[config.mk]
export PLATFORM = sky130hd
export DESIGN_NAME = swdp_mul
export DESIGN_NICKNAME = d
export VERILOG_FILES = /design/src/design/swdp_mul.sv
export SDC_FILE = /design/constraint.sdc
export NUM_CORES = 2
export LEC_CHECK = 0
export BUFFER_PORTS_ARGS = -buffer_cell sky130_fd_sc_hd__buf_2
export CORE_ASPECT_RATIO = 0.6
export CORE_MARGIN = 10
export CORE_UTILIZATION = 33
export CTS_CLUSTER_SIZE = 30
export DETAILED_ROUTE_END_ITERATION = 16
export GPL_TIMING_DRIVEN = 0
export SLEW_MARGIN = 0
export SYNTH_ARGS = -nofsm -noshare
export SYNTH_HDL_FRONTEND = slang
export SYNTH_SLANG_ARGS = --single-unit
[constraint.sdc]
create_clock -name clk -period 12.6 [get_ports clk]
set_clock_uncertainty 0.1 [all_clocks]
set_input_delay 2.52 -clock clk [delete_from_list [all_inputs] [get_ports clk]]
set_output_delay 2.52 -clock clk [all_outputs]
set_load 0.005 [all_outputs]
[src/design/swdp_mul.sv]
module swdp_mul (
    input  logic               clk,
    input  logic signed [32:0] a,
    input  logic signed [32:0] b,
    output logic [63:0]        p
);

    logic signed [65:0] prod;
    logic [63:0]        p_reg;

    // Operands are sign- or zero-extended by the caller; the low 64 bits hold
    // both the signed 32x32 and the unsigned 32x32 product.
    assign prod = a * b;

    always_ff @(posedge clk)
    begin
        p_reg <= prod[63:0];
    end

    assign p = p_reg;

endmodule

==> run_results.csv <==
group,metric,value,unit
finish,multi_input_area,33400,um2
global_route,grt_pass1_wl,239000,um
setup_path,path_max_fanout,10,
finish,fin_util,35.7,%
logic_synthesis,yosysSeqAreaShare,3.24,%
finish,layout_common_cells,"fa_1 (1125), inv_1 (1086), and2_1 (548)",
placed_design,dpl_worst_slack,-0.144,ns
clock_network,clock_path_buffers,2,
finish,stdcell_area,42500,um2
status,violations,"capacitance limit",
setup_path,cp-start-kind,"input pin",
logic_synthesis,yosys_register_bits,64,
logic_synthesis,netlist.area_leader.share,57.0,%
floorplanning,die_x,467,um
status,run_status,"complete, but fails checks",
routing,antenna_left,0,
floorplanning,start_util,33.2,%
logic_synthesis,synthFlopType,"dfxtp_1",
floorplanning,die_area,135000,um2
global_route,grt_pass1_vias,31700,
finish,drive_gt1_share,3.52,%
logic_synthesis,async_reset_ff_share,0,%
routing,first_pass_iters,6,
routing,finalWirelength,167000,um
global_route,track_usage,25.1,%
timing,setup_slack,0.485,ns
finish,seqCellArea,1280,um2
clock_network,path_clk_slew,0.06,ns
global_route,grt_max_degree,25,
timing,final_hold_viol_count,0,
global_route,top_usage_layer,"met1",
floorplanning,rows,98,
run,maxCapViolCount,1,
clock_network,cts_root_buffer,"clkbuf_16",
timing,min_period,12.12,ns
routing,via_count,30300,
setup_path,end_kind,"flip-flop",
routing,drtIter0Drc,3712,
placed_design,port_buffers,130,
timing,rsz0062_at_grt,"false",
placed_design,place_hpwl,145000,um
setup_path,arrival,12.29,ns
finish,layout_commonest_cell,"fa_1",
clock_network,numClockSinks,64,
clock_network,cts-htree-levels,3,
global_route,grt_overflow_total,0,
logic_synthesis,synth_edf_count,0,
finish,largest_register_ffs,64,
placed_design,gp_congestion,1.07,
global_route,antenna_found_initial,30,
placed_design,dpl.cell_count,5937,
logic_synthesis,yosys_warnings,0,
placed_design,place_area,42200,um2
timing,tightest_slew,1.49,ns
finish,area_growth,7.51,%
finish,layout.cells.non_filler,5958,
timing,relSlewSlack,0.477,%
finish,fillerInstances,12300,
setup_path,path_class,"input pin to flip-flop",
clock_network,cts_made_buffers,9,
floorplanning,core-area,119000,um2
routing,drc,0,
logic_synthesis,syn_inst,4207,
global_route,met3_usage,17.3,%
logic_synthesis,yosys-top-cells-area,"fa_1 (57%), inv_1 (10%), and2_1 (8.7%), ha_1 (6.7%), nand2_1 (5.2%)",
worst_hold_path,hold_class,"input pin to flip-flop",
logic_synthesis,syn-num-nets,5611,
logic_synthesis,syn_area,39500,um2
global_route,grt_use_met2,29.1,%
setup_path,required,12.77,ns
global_route,grt_use_met1,36.4,%
timing,timing.fmax,82.5,MHz
finish,finalNetCount,5752,
logic_synthesis,yosysTopAreaCell,"fa_1",
timing,finalCritPeriodShare,96.2,%
logic_synthesis,avgSynthCellArea,9.40,um2
routing,post_drt_wl_per_cell,28.0,um
routing,viasPerCell,5.08,
logic_synthesis,ys_types,57,
floorplanning,die_height,288,um
timing,slew_viol_final,0,
floorplanning,io_pins,131,
timing,setup_viol,0,
clock_network,cts_tree,"built",
clock_network,hold_buffers,0,
[layout make-up]
type | count | area share, %
Multi-Input combinational cell | 2835 | 78.5
Inverter | 1086 | 9.59
Tap cell | 1600 | 4.71
Sequential cell | 64 | 3.01
Buffer | 221 | 1.97
Timing Repair Buffer | 131 | 1.55
Clock buffer | 12 | 0.580
Clock inverter | 3 | 0.100
Antenna cell | 6 | 0.0353
[cells in the mapped netlist (6+ instances only)]
cell type,number
dfxtp_1,64
o21bai_1,7
o211ai_1,7
fa_1,1125
nand3_1,18
o21ai_1,6
o21ai_0,29
nand2b_1,9
nand4_1,12
inv_1,1086
nand2_1,547
and2_1,548
a211oi_1,8
ha_1,212
a21oi_1,69
nor2b_1,32
nor2_1,18
a21o_1,18
nor3_1,11
o21a_1,18
and3_1,6
xor2_1,21
a31oi_1,6
xnor2_1,55
clkbuf_1,222
[cells by family after synthesis]
kind of cell	count (synthesis)	share of synthesized area, %
buffers and inverters	1308	12.4
adder cells (fa/ha/maj)	1337	63.7
XOR/XNOR	76	1.68
AO/OA/AOI/OAI	200	3.25
AND/OR/NAND/NOR	1221	15.7
multiplexers	1	0.0253
flip-flops	64	3.24
[critical path, cell delays in order]
cell and delay [ns]:
buf_2 0.12, clkdlybuf4s15_1 0.67, nand2_1 0.31, inv_1 0.12, fa_1 0.58, fa_1 0.56, fa_1 0.95, inv_1 0.26
fa_1 0.87, inv_1 0.45, fa_1 0.59, fa_1 0.71, fa_1 0.58, inv_1 0.05, fa_1 0.49, inv_1 0.05
ha_1 0.38, nand4_1 0.17, nor3_1 0.62, o21a_1 0.42, o31ai_2 0.20, o21bai_1 0.29, a21oi_1 0.14, xnor2_1 0.14
[worst paths after layout]
check / cells past startpoint / endpoint / from / slack [ns]
setup / recovery: 24 / p[59]$_DFF_P_ / a[32] / 0.48
hold / removal: 2 / p[0]$_DFF_P_ / a[0] / 2.40
[per-layer routing]
metal	share of wire, %	wire length, um
met2	34	57000
met5	0.14	241
met3	20	33700
met1	43	72500
met4	2.2	3670
[per-stage QoR]
step | hold slack [ns] | setup TNS [ns]
final | 2.40 | 0
after global routing | 2.41 | 0
after CTS | 2.39 | 0
after detailed placement | 2.80 | -0.247
after global placement | 2.78 | -0.0882
after floorplan | 2.55 | 0
[timing repair]
action                     CTS  global route
resized for setup            0             3
setup buffers                0             1
hold endpoints to repair     0             0
setup endpoints to repair    0             7
Power is not shown: default switching activity piles up to over one toggle a cycle in this logic, so the estimate is an artifact.
