### src/design/swdp_pkg.sv
package swdp_pkg;

    localparam int MAX_DIM_DEFAULT = 1024;

    localparam int OP_W   = 3;
    localparam int IDX_W  = 10;
    localparam int VAL_W  = 32;
    localparam int RES_W  = 64;
    localparam int KIND_W = 2;
    localparam int LEN_W  = 11;
    localparam int W_W    = 32;

    localparam logic [LEN_W-1:0] LEN_RESET   = 11'd1024;
    localparam logic [31:0]      SCALE_ONE   = 32'h0100_0000;
    localparam logic [31:0]      SCALE_FLOOR = 32'd168;

    // Divider for the add path: (|update| << 24) + scale/2 over the scale.
    localparam int DIV_NUM_W = 56;
    localparam int DIV_DEN_W = 32;

    localparam logic [OP_W-1:0] OP_CLEAR = 3'd0;
    localparam logic [OP_W-1:0] OP_ADD   = 3'd1;
    localparam logic [OP_W-1:0] OP_SCALE = 3'd2;
    localparam logic [OP_W-1:0] OP_DOT   = 3'd3;
    localparam logic [OP_W-1:0] OP_READ  = 3'd4;
    localparam logic [OP_W-1:0] OP_NORM  = 3'd5;

    localparam logic [KIND_W-1:0] KIND_DOT    = 2'd0;
    localparam logic [KIND_W-1:0] KIND_WEIGHT = 2'd1;
    localparam logic [KIND_W-1:0] KIND_NORM   = 2'd2;

    typedef struct packed {
        logic [OP_W-1:0]         opcode;
        logic [IDX_W-1:0]        index;
        logic signed [VAL_W-1:0] value;
        logic                    last;
    } item_t;

    typedef struct packed {
        logic signed [RES_W-1:0] result;
        logic [KIND_W-1:0]       result_kind;
    } result_t;

endpackage

### src/design/swdp_div.sv
module swdp_div (
    input  logic                           clk,
    input  logic                           rst_n,
    input  logic                           start,
    input  logic [swdp_pkg::DIV_NUM_W-1:0] dividend,
    input  logic [swdp_pkg::DIV_DEN_W-1:0] divisor,
    output logic                           done,
    output logic [swdp_pkg::DIV_NUM_W-1:0] quotient
);

    localparam int N     = swdp_pkg::DIV_NUM_W;
    localparam int D     = swdp_pkg::DIV_DEN_W;
    localparam int CNT_W = $clog2(N);

    logic             running_reg;
    logic [CNT_W-1:0] cnt_reg;
    logic             done_reg;
    logic [N-1:0]     quo_reg;
    logic [D-1:0]     rem_reg;
    logic [D-1:0]     den_reg;

    logic [D:0]       rem_sh;
    logic [D:0]       diff;
    logic             ge;

    // Restoring division, one quotient bit per cycle.
    assign rem_sh = {rem_reg, quo_reg[N-1]};
    assign diff   = rem_sh - {1'b0, den_reg};
    assign ge     = rem_sh >= {1'b0, den_reg};

    always_ff @(posedge clk or negedge rst_n)
    begin
        if (!rst_n)
        begin
            running_reg <= 1'b0;
            cnt_reg     <= '0;
            done_reg    <= 1'b0;
        end
        else
        begin
            done_reg <= 1'b0;
            if (start)
            begin
                running_reg <= 1'b1;
                cnt_reg     <= '0;
            end
            else if (running_reg)
            begin
                cnt_reg <= cnt_reg + CNT_W'(1);
                if (cnt_reg == CNT_W'(N - 1))
                begin
                    running_reg <= 1'b0;
                    done_reg    <= 1'b1;
                end
            end
        end
    end

    always_ff @(posedge clk)
    begin
        if (start)
        begin
            quo_reg <= dividend;
            rem_reg <= '0;
            den_reg <= divisor;
        end
        else if (running_reg)
        begin
            quo_reg <= {quo_reg[N-2:0], ge};
            rem_reg <= ge ? diff[D-1:0] : rem_sh[D-1:0];
        end
    end

    assign done     = done_reg;
    assign quotient = quo_reg;

endmodule

### config.mk
export PLATFORM = sky130hd
export DESIGN_NAME = swdp_div
export DESIGN_NICKNAME = d
export VERILOG_FILES = /design/src/design/swdp_pkg.sv /design/src/design/swdp_div.sv
export SDC_FILE = /design/constraint.sdc
export NUM_CORES = 1
export LEC_CHECK = 0
export BUFFER_PORTS_ARGS = -buffer_cell sky130_fd_sc_hd__buf_2
export CAP_MARGIN = 20
export CORE_UTILIZATION = 35
export DETAILED_ROUTE_END_ITERATION = 6
export GPL_TIMING_DRIVEN = 1
export MAX_ROUTING_LAYER = met4
export PLACE_DENSITY = 0.58
export SLEW_MARGIN = 20
export SYNTH_ARGS = -nofsm -noshare
export SYNTH_HDL_FRONTEND = slang
export SYNTH_SLANG_ARGS = --single-unit
### constraint.sdc
create_clock -name clk -period 6 [get_ports clk]
set_input_delay 0.3 -clock clk [delete_from_list [all_inputs] [get_ports clk]]
set_output_delay 0.3 -clock clk [all_outputs]
set_load 0.05 [all_outputs]
==> impl_results.md <==
- Sequential fraction of the synthesis area: 50.8%
- Avg WL per Cell: 15.2 µm
- Total of flip-flops plus latches after synthesis: 128
- Mapped Cells: 613
- Clock tree from TritonCTS: done
- Setup TNS: 0 ns
- Maximum resistive drop on vdd: 239 µV
- Worst clock skew: 0.0134 ns
- Crit path required time: 6.28 ns
- Cell count after placement: 998
- Clock period minus final worst setup slack: 3.54 ns
- Leading register cell type out of synthesis: sky130_fd_sc_hd__edfxtp_1
- Area of all placed cells without fillers: 8410 µm²
- Setup repair after global routing missed its margin: no
- Static leakage: 3.71 nW
- CTS max path bufs: 2
- Mean Syn Cell Area: 11.2 µm²
- Number of library cell types mapped by synthesis: 54
- Layout-stage area growth over the synthesis result: 22.7%
- Height of the die: 142 µm
- Count of flip-flops with a built-in enable after synthesis: 88
- Number of sinks handled by clock tree synthesis: 128
- Post-route total power: 3.86 mW
- Overall track demand over capacity in global routing: 16.7%
- Global-route wire length before repair: 25500 µm
- Per-cell via count in the routed design: about 5.0
- Die area: 20100 µm²
- Area occupied by multi-input gates: 3110 µm²
- Final-report hold violation count: 0
- Portion of total power attributed to sequential cells: between 30% and 40%
- Switching Share: between 30% and 40%
- Antenna cell count: 0
- Logic gate share of total power: between 40% and 50%
- Filler instances: 1807
- Non-filler cells in the finished layout: 1031
- Placed Instance Area: between 7000 and 8000 µm²
- Area of the placeable core: 19000 µm²
- Number of cells upsized or downsized after cts: 0
- Syn nets: around 740
- Internal power: 2.37 mW
- Clock tree root buffer cell: sky130_fd_sc_hd__clkbuf_16
- Standard-cell row count: 50
- Cell taking the most area after synthesis: sky130_fd_sc_hd__edfxtp_1
- Slew of the pin with the lowest slew margin: between 1 and 1.5 ns
- Number of max-cap violations: 0
- Die W: 142 µm
- Number of nets in the finished design: 883
- Final setup fails: 0
- Number of buffers created by CTS: 17
- Insertion delay to the later sink of the worst-skew pair: 0.42 ns
- Count of pins over their slew limit: 0
- Main area contributors after synthesis: sky130_fd_sc_hd__edfxtp_1, sky130_fd_sc_hd__dfxtp_1, sky130_fd_sc_hd__mux2_2
- Initial DRC count: 223
- Vias in the first global route: around 5.3k
- Routed wire length: 15700 µm
- Clock-pin slew on the worst setup and hold paths: 0.06 ns
- Run status: finished, final reports clean
- Ports: 148
- First-pass iteration count of the detailed router: 4
- Final period util: 59.0%
- Data arrival at the endpoint of the critical path: roughly 3.8 ns
- Clock group share of total power: about a quarter
- Max_slew headroom: 31.6%
- GP Congestion: about 0.84
- Number of buffers added on ports: 147
- Area occupied by registers: 3480 µm²
- Maximum number of pins on one net before global-route repair: between 80 and 90
- Proportion of synthesized flip-flops having asynchronous set or reset: 6.25%
- Pwr/cell area: between 400 and 500 nW/µm²
- H-tree levels: 4
- DRC violations left: 0
- Post-detailed-route count of antenna-violating nets: 0
- Starting density of the core: 36.1%
- Warnings from Yosys: 0
- Post-synth design cell area: roughly 7000 µm²
- Achievable Freq: roughly 280 MHz
- Initial antenna violation count: 0
- Type of the worst setup path: reg -> reg
- Worst Path Max Fanout: 28
- Share of the synthesized area in the top cell type: 38.6%
- Via Count: 5162
- Leftover overflow at the end of global routing: 0
- Net switching power: between 1 and 1.5 mW
- Path type of the worst min-delay path: in -> reg
- Post-DP HPWL: 11100 µm
- Max reg flops: 56
- Sort of element at the start of the critical path: register
- Endpoint class of the critical path: register
- Layout cells sized above 1: 31.8%
[critical path, cell delays in order, from the launching register on]
cell                        delay [ns]
sky130_fd_sc_hd__edfxtp_1         0.42
sky130_fd_sc_hd__inv_1            0.08
sky130_fd_sc_hd__ha_1             0.23
sky130_fd_sc_hd__nor2b_1          0.14
sky130_fd_sc_hd__o2111ai_1        0.28
sky130_fd_sc_hd__a211oi_1         0.17
sky130_fd_sc_hd__o31ai_2          0.30
sky130_fd_sc_hd__nand3_1          0.16
sky130_fd_sc_hd__a21oi_4          0.64
sky130_fd_sc_hd__buf_4            0.43
sky130_fd_sc_hd__mux2_2           0.37
sky130_fd_sc_hd__mux2i_1          0.13
sky130_fd_sc_hd__nor2_1           0.05
[layout make-up]
type                       instances  share of cell area, %
sequential                       128                   41.5
multi-input combinational        421                   36.9
clock inverter                    13                   1.53
timing repair buffer             151                   9.17
clock buffer                      19                   5.27
inverter                          39                   1.76
tap                              260                   3.87
[cells in the final DEF (no fill, tap or decap), types with 7 or more instances in the layout]
master,count
sky130_fd_sc_hd__buf_2,146
sky130_fd_sc_hd__edfxtp_1,88
sky130_fd_sc_hd__nor2_1,60
sky130_fd_sc_hd__mux2_2,56
sky130_fd_sc_hd__a21oi_1,46
sky130_fd_sc_hd__inv_1,38
sky130_fd_sc_hd__ha_1,33
sky130_fd_sc_hd__dfxtp_1,32
sky130_fd_sc_hd__nand2_1,30
sky130_fd_sc_hd__a211oi_1,28
sky130_fd_sc_hd__o21ai_0,19
sky130_fd_sc_hd__xnor2_1,18
sky130_fd_sc_hd__clkbuf_16,17
sky130_fd_sc_hd__a21o_1,15
sky130_fd_sc_hd__xor2_1,15
sky130_fd_sc_hd__mux2i_1,14
sky130_fd_sc_hd__nand4_1,10
sky130_fd_sc_hd__nand2b_1,9
sky130_fd_sc_hd__dfrtp_1,7
[synthesized netlist by cell type, types with 10 or more instances]
cell type / n
sky130_fd_sc_hd__xor2_1: 15
sky130_fd_sc_hd__xnor2_1: 18
sky130_fd_sc_hd__a211oi_1: 28
sky130_fd_sc_hd__a21o_1: 15
sky130_fd_sc_hd__mux2_2: 56
sky130_fd_sc_hd__inv_1: 39
sky130_fd_sc_hd__o21ai_0: 19
sky130_fd_sc_hd__dfxtp_1: 32
sky130_fd_sc_hd__mux2i_1: 14
sky130_fd_sc_hd__nand4_1: 10
sky130_fd_sc_hd__edfxtp_1: 88
sky130_fd_sc_hd__clkbuf_1: 17
sky130_fd_sc_hd__nor2_1: 60
sky130_fd_sc_hd__a21oi_1: 46
sky130_fd_sc_hd__nand2_1: 30
sky130_fd_sc_hd__ha_1: 33
[worst paths after layout]
path	to	depth (start not counted)	start	slack [ns]
max in group asynchronous	running_reg	2	rst_n	5.53
worst min register to register	rem_reg[2]	2	rem_reg[2]	0.48
worst max-delay path	rem_reg[20]	12	den_reg[1]	2.46
worst min-delay path	den_reg[4]	1	divisor[4]	0.05
worst max register to register	rem_reg[20]	12	den_reg[1]	2.46
min in group asynchronous	cnt_reg[3]	2	rst_n	0.27
[repair_timing]
action / 4_1_cts / 5_1_grt
hold buffers: 1 / 0
setup buffers: 0 / 0
endpoints found under the hold margin: 8 / 0
[layer usage]
| metal | track usage, % | vias up | wire length (µm) |
|---|---|---|---|
| met3 | 4.99 | 21 | 1100 |
| met1 | 19.0 | 2430 | 6810 |
| met2 | 27.2 | 156 | 7450 |
| met5 | - | - | 0 |
| met4 | 7.07 | 0 | 316 |
| li1 | - | 2555 | - |
[metrics by stage]
step                hold WS [ns]  util [%]  worst slack, ns
finish                    0.0503      44.3             2.46
global route              0.0392      44.3             2.21
floorplan                0.00441         -             3.24
detailed placement         0.160      41.3             2.46
CTS                       0.0354      44.3             2.42
global placement           0.149      41.3             2.57
[logic make-up (layout without fill, tap and decap cells)]
family                   after synthesis  after routing  share of synthesized area (%)
AO/OA/AOI/OAI                        143            143                           13.7
XOR/XNOR                              33             33                           4.22
adder cells (fa/ha/maj)               34             34                           6.32
buffers and inverters                 64            222                           3.83
flip-flops                           128            128                           50.8
multiplexers                          70             70                           11.2
AND/OR/NAND/NOR                      141            141                           9.81
[power groups by stage]
stage / registers, mW / clock network (mW) / logic, mW
floorplan: 1.40 / 0 / 1.15
global route: 1.27 / 1.05 / 1.76
finish: 1.25 / 1.00 / 1.60
detailed placement: 1.26 / 0 / 1.60
global placement: 1.26 / 0 / 1.57
CTS: 1.25 / 1.02 / 1.61
No activity file was read; power rests on OpenSTA's default activity.
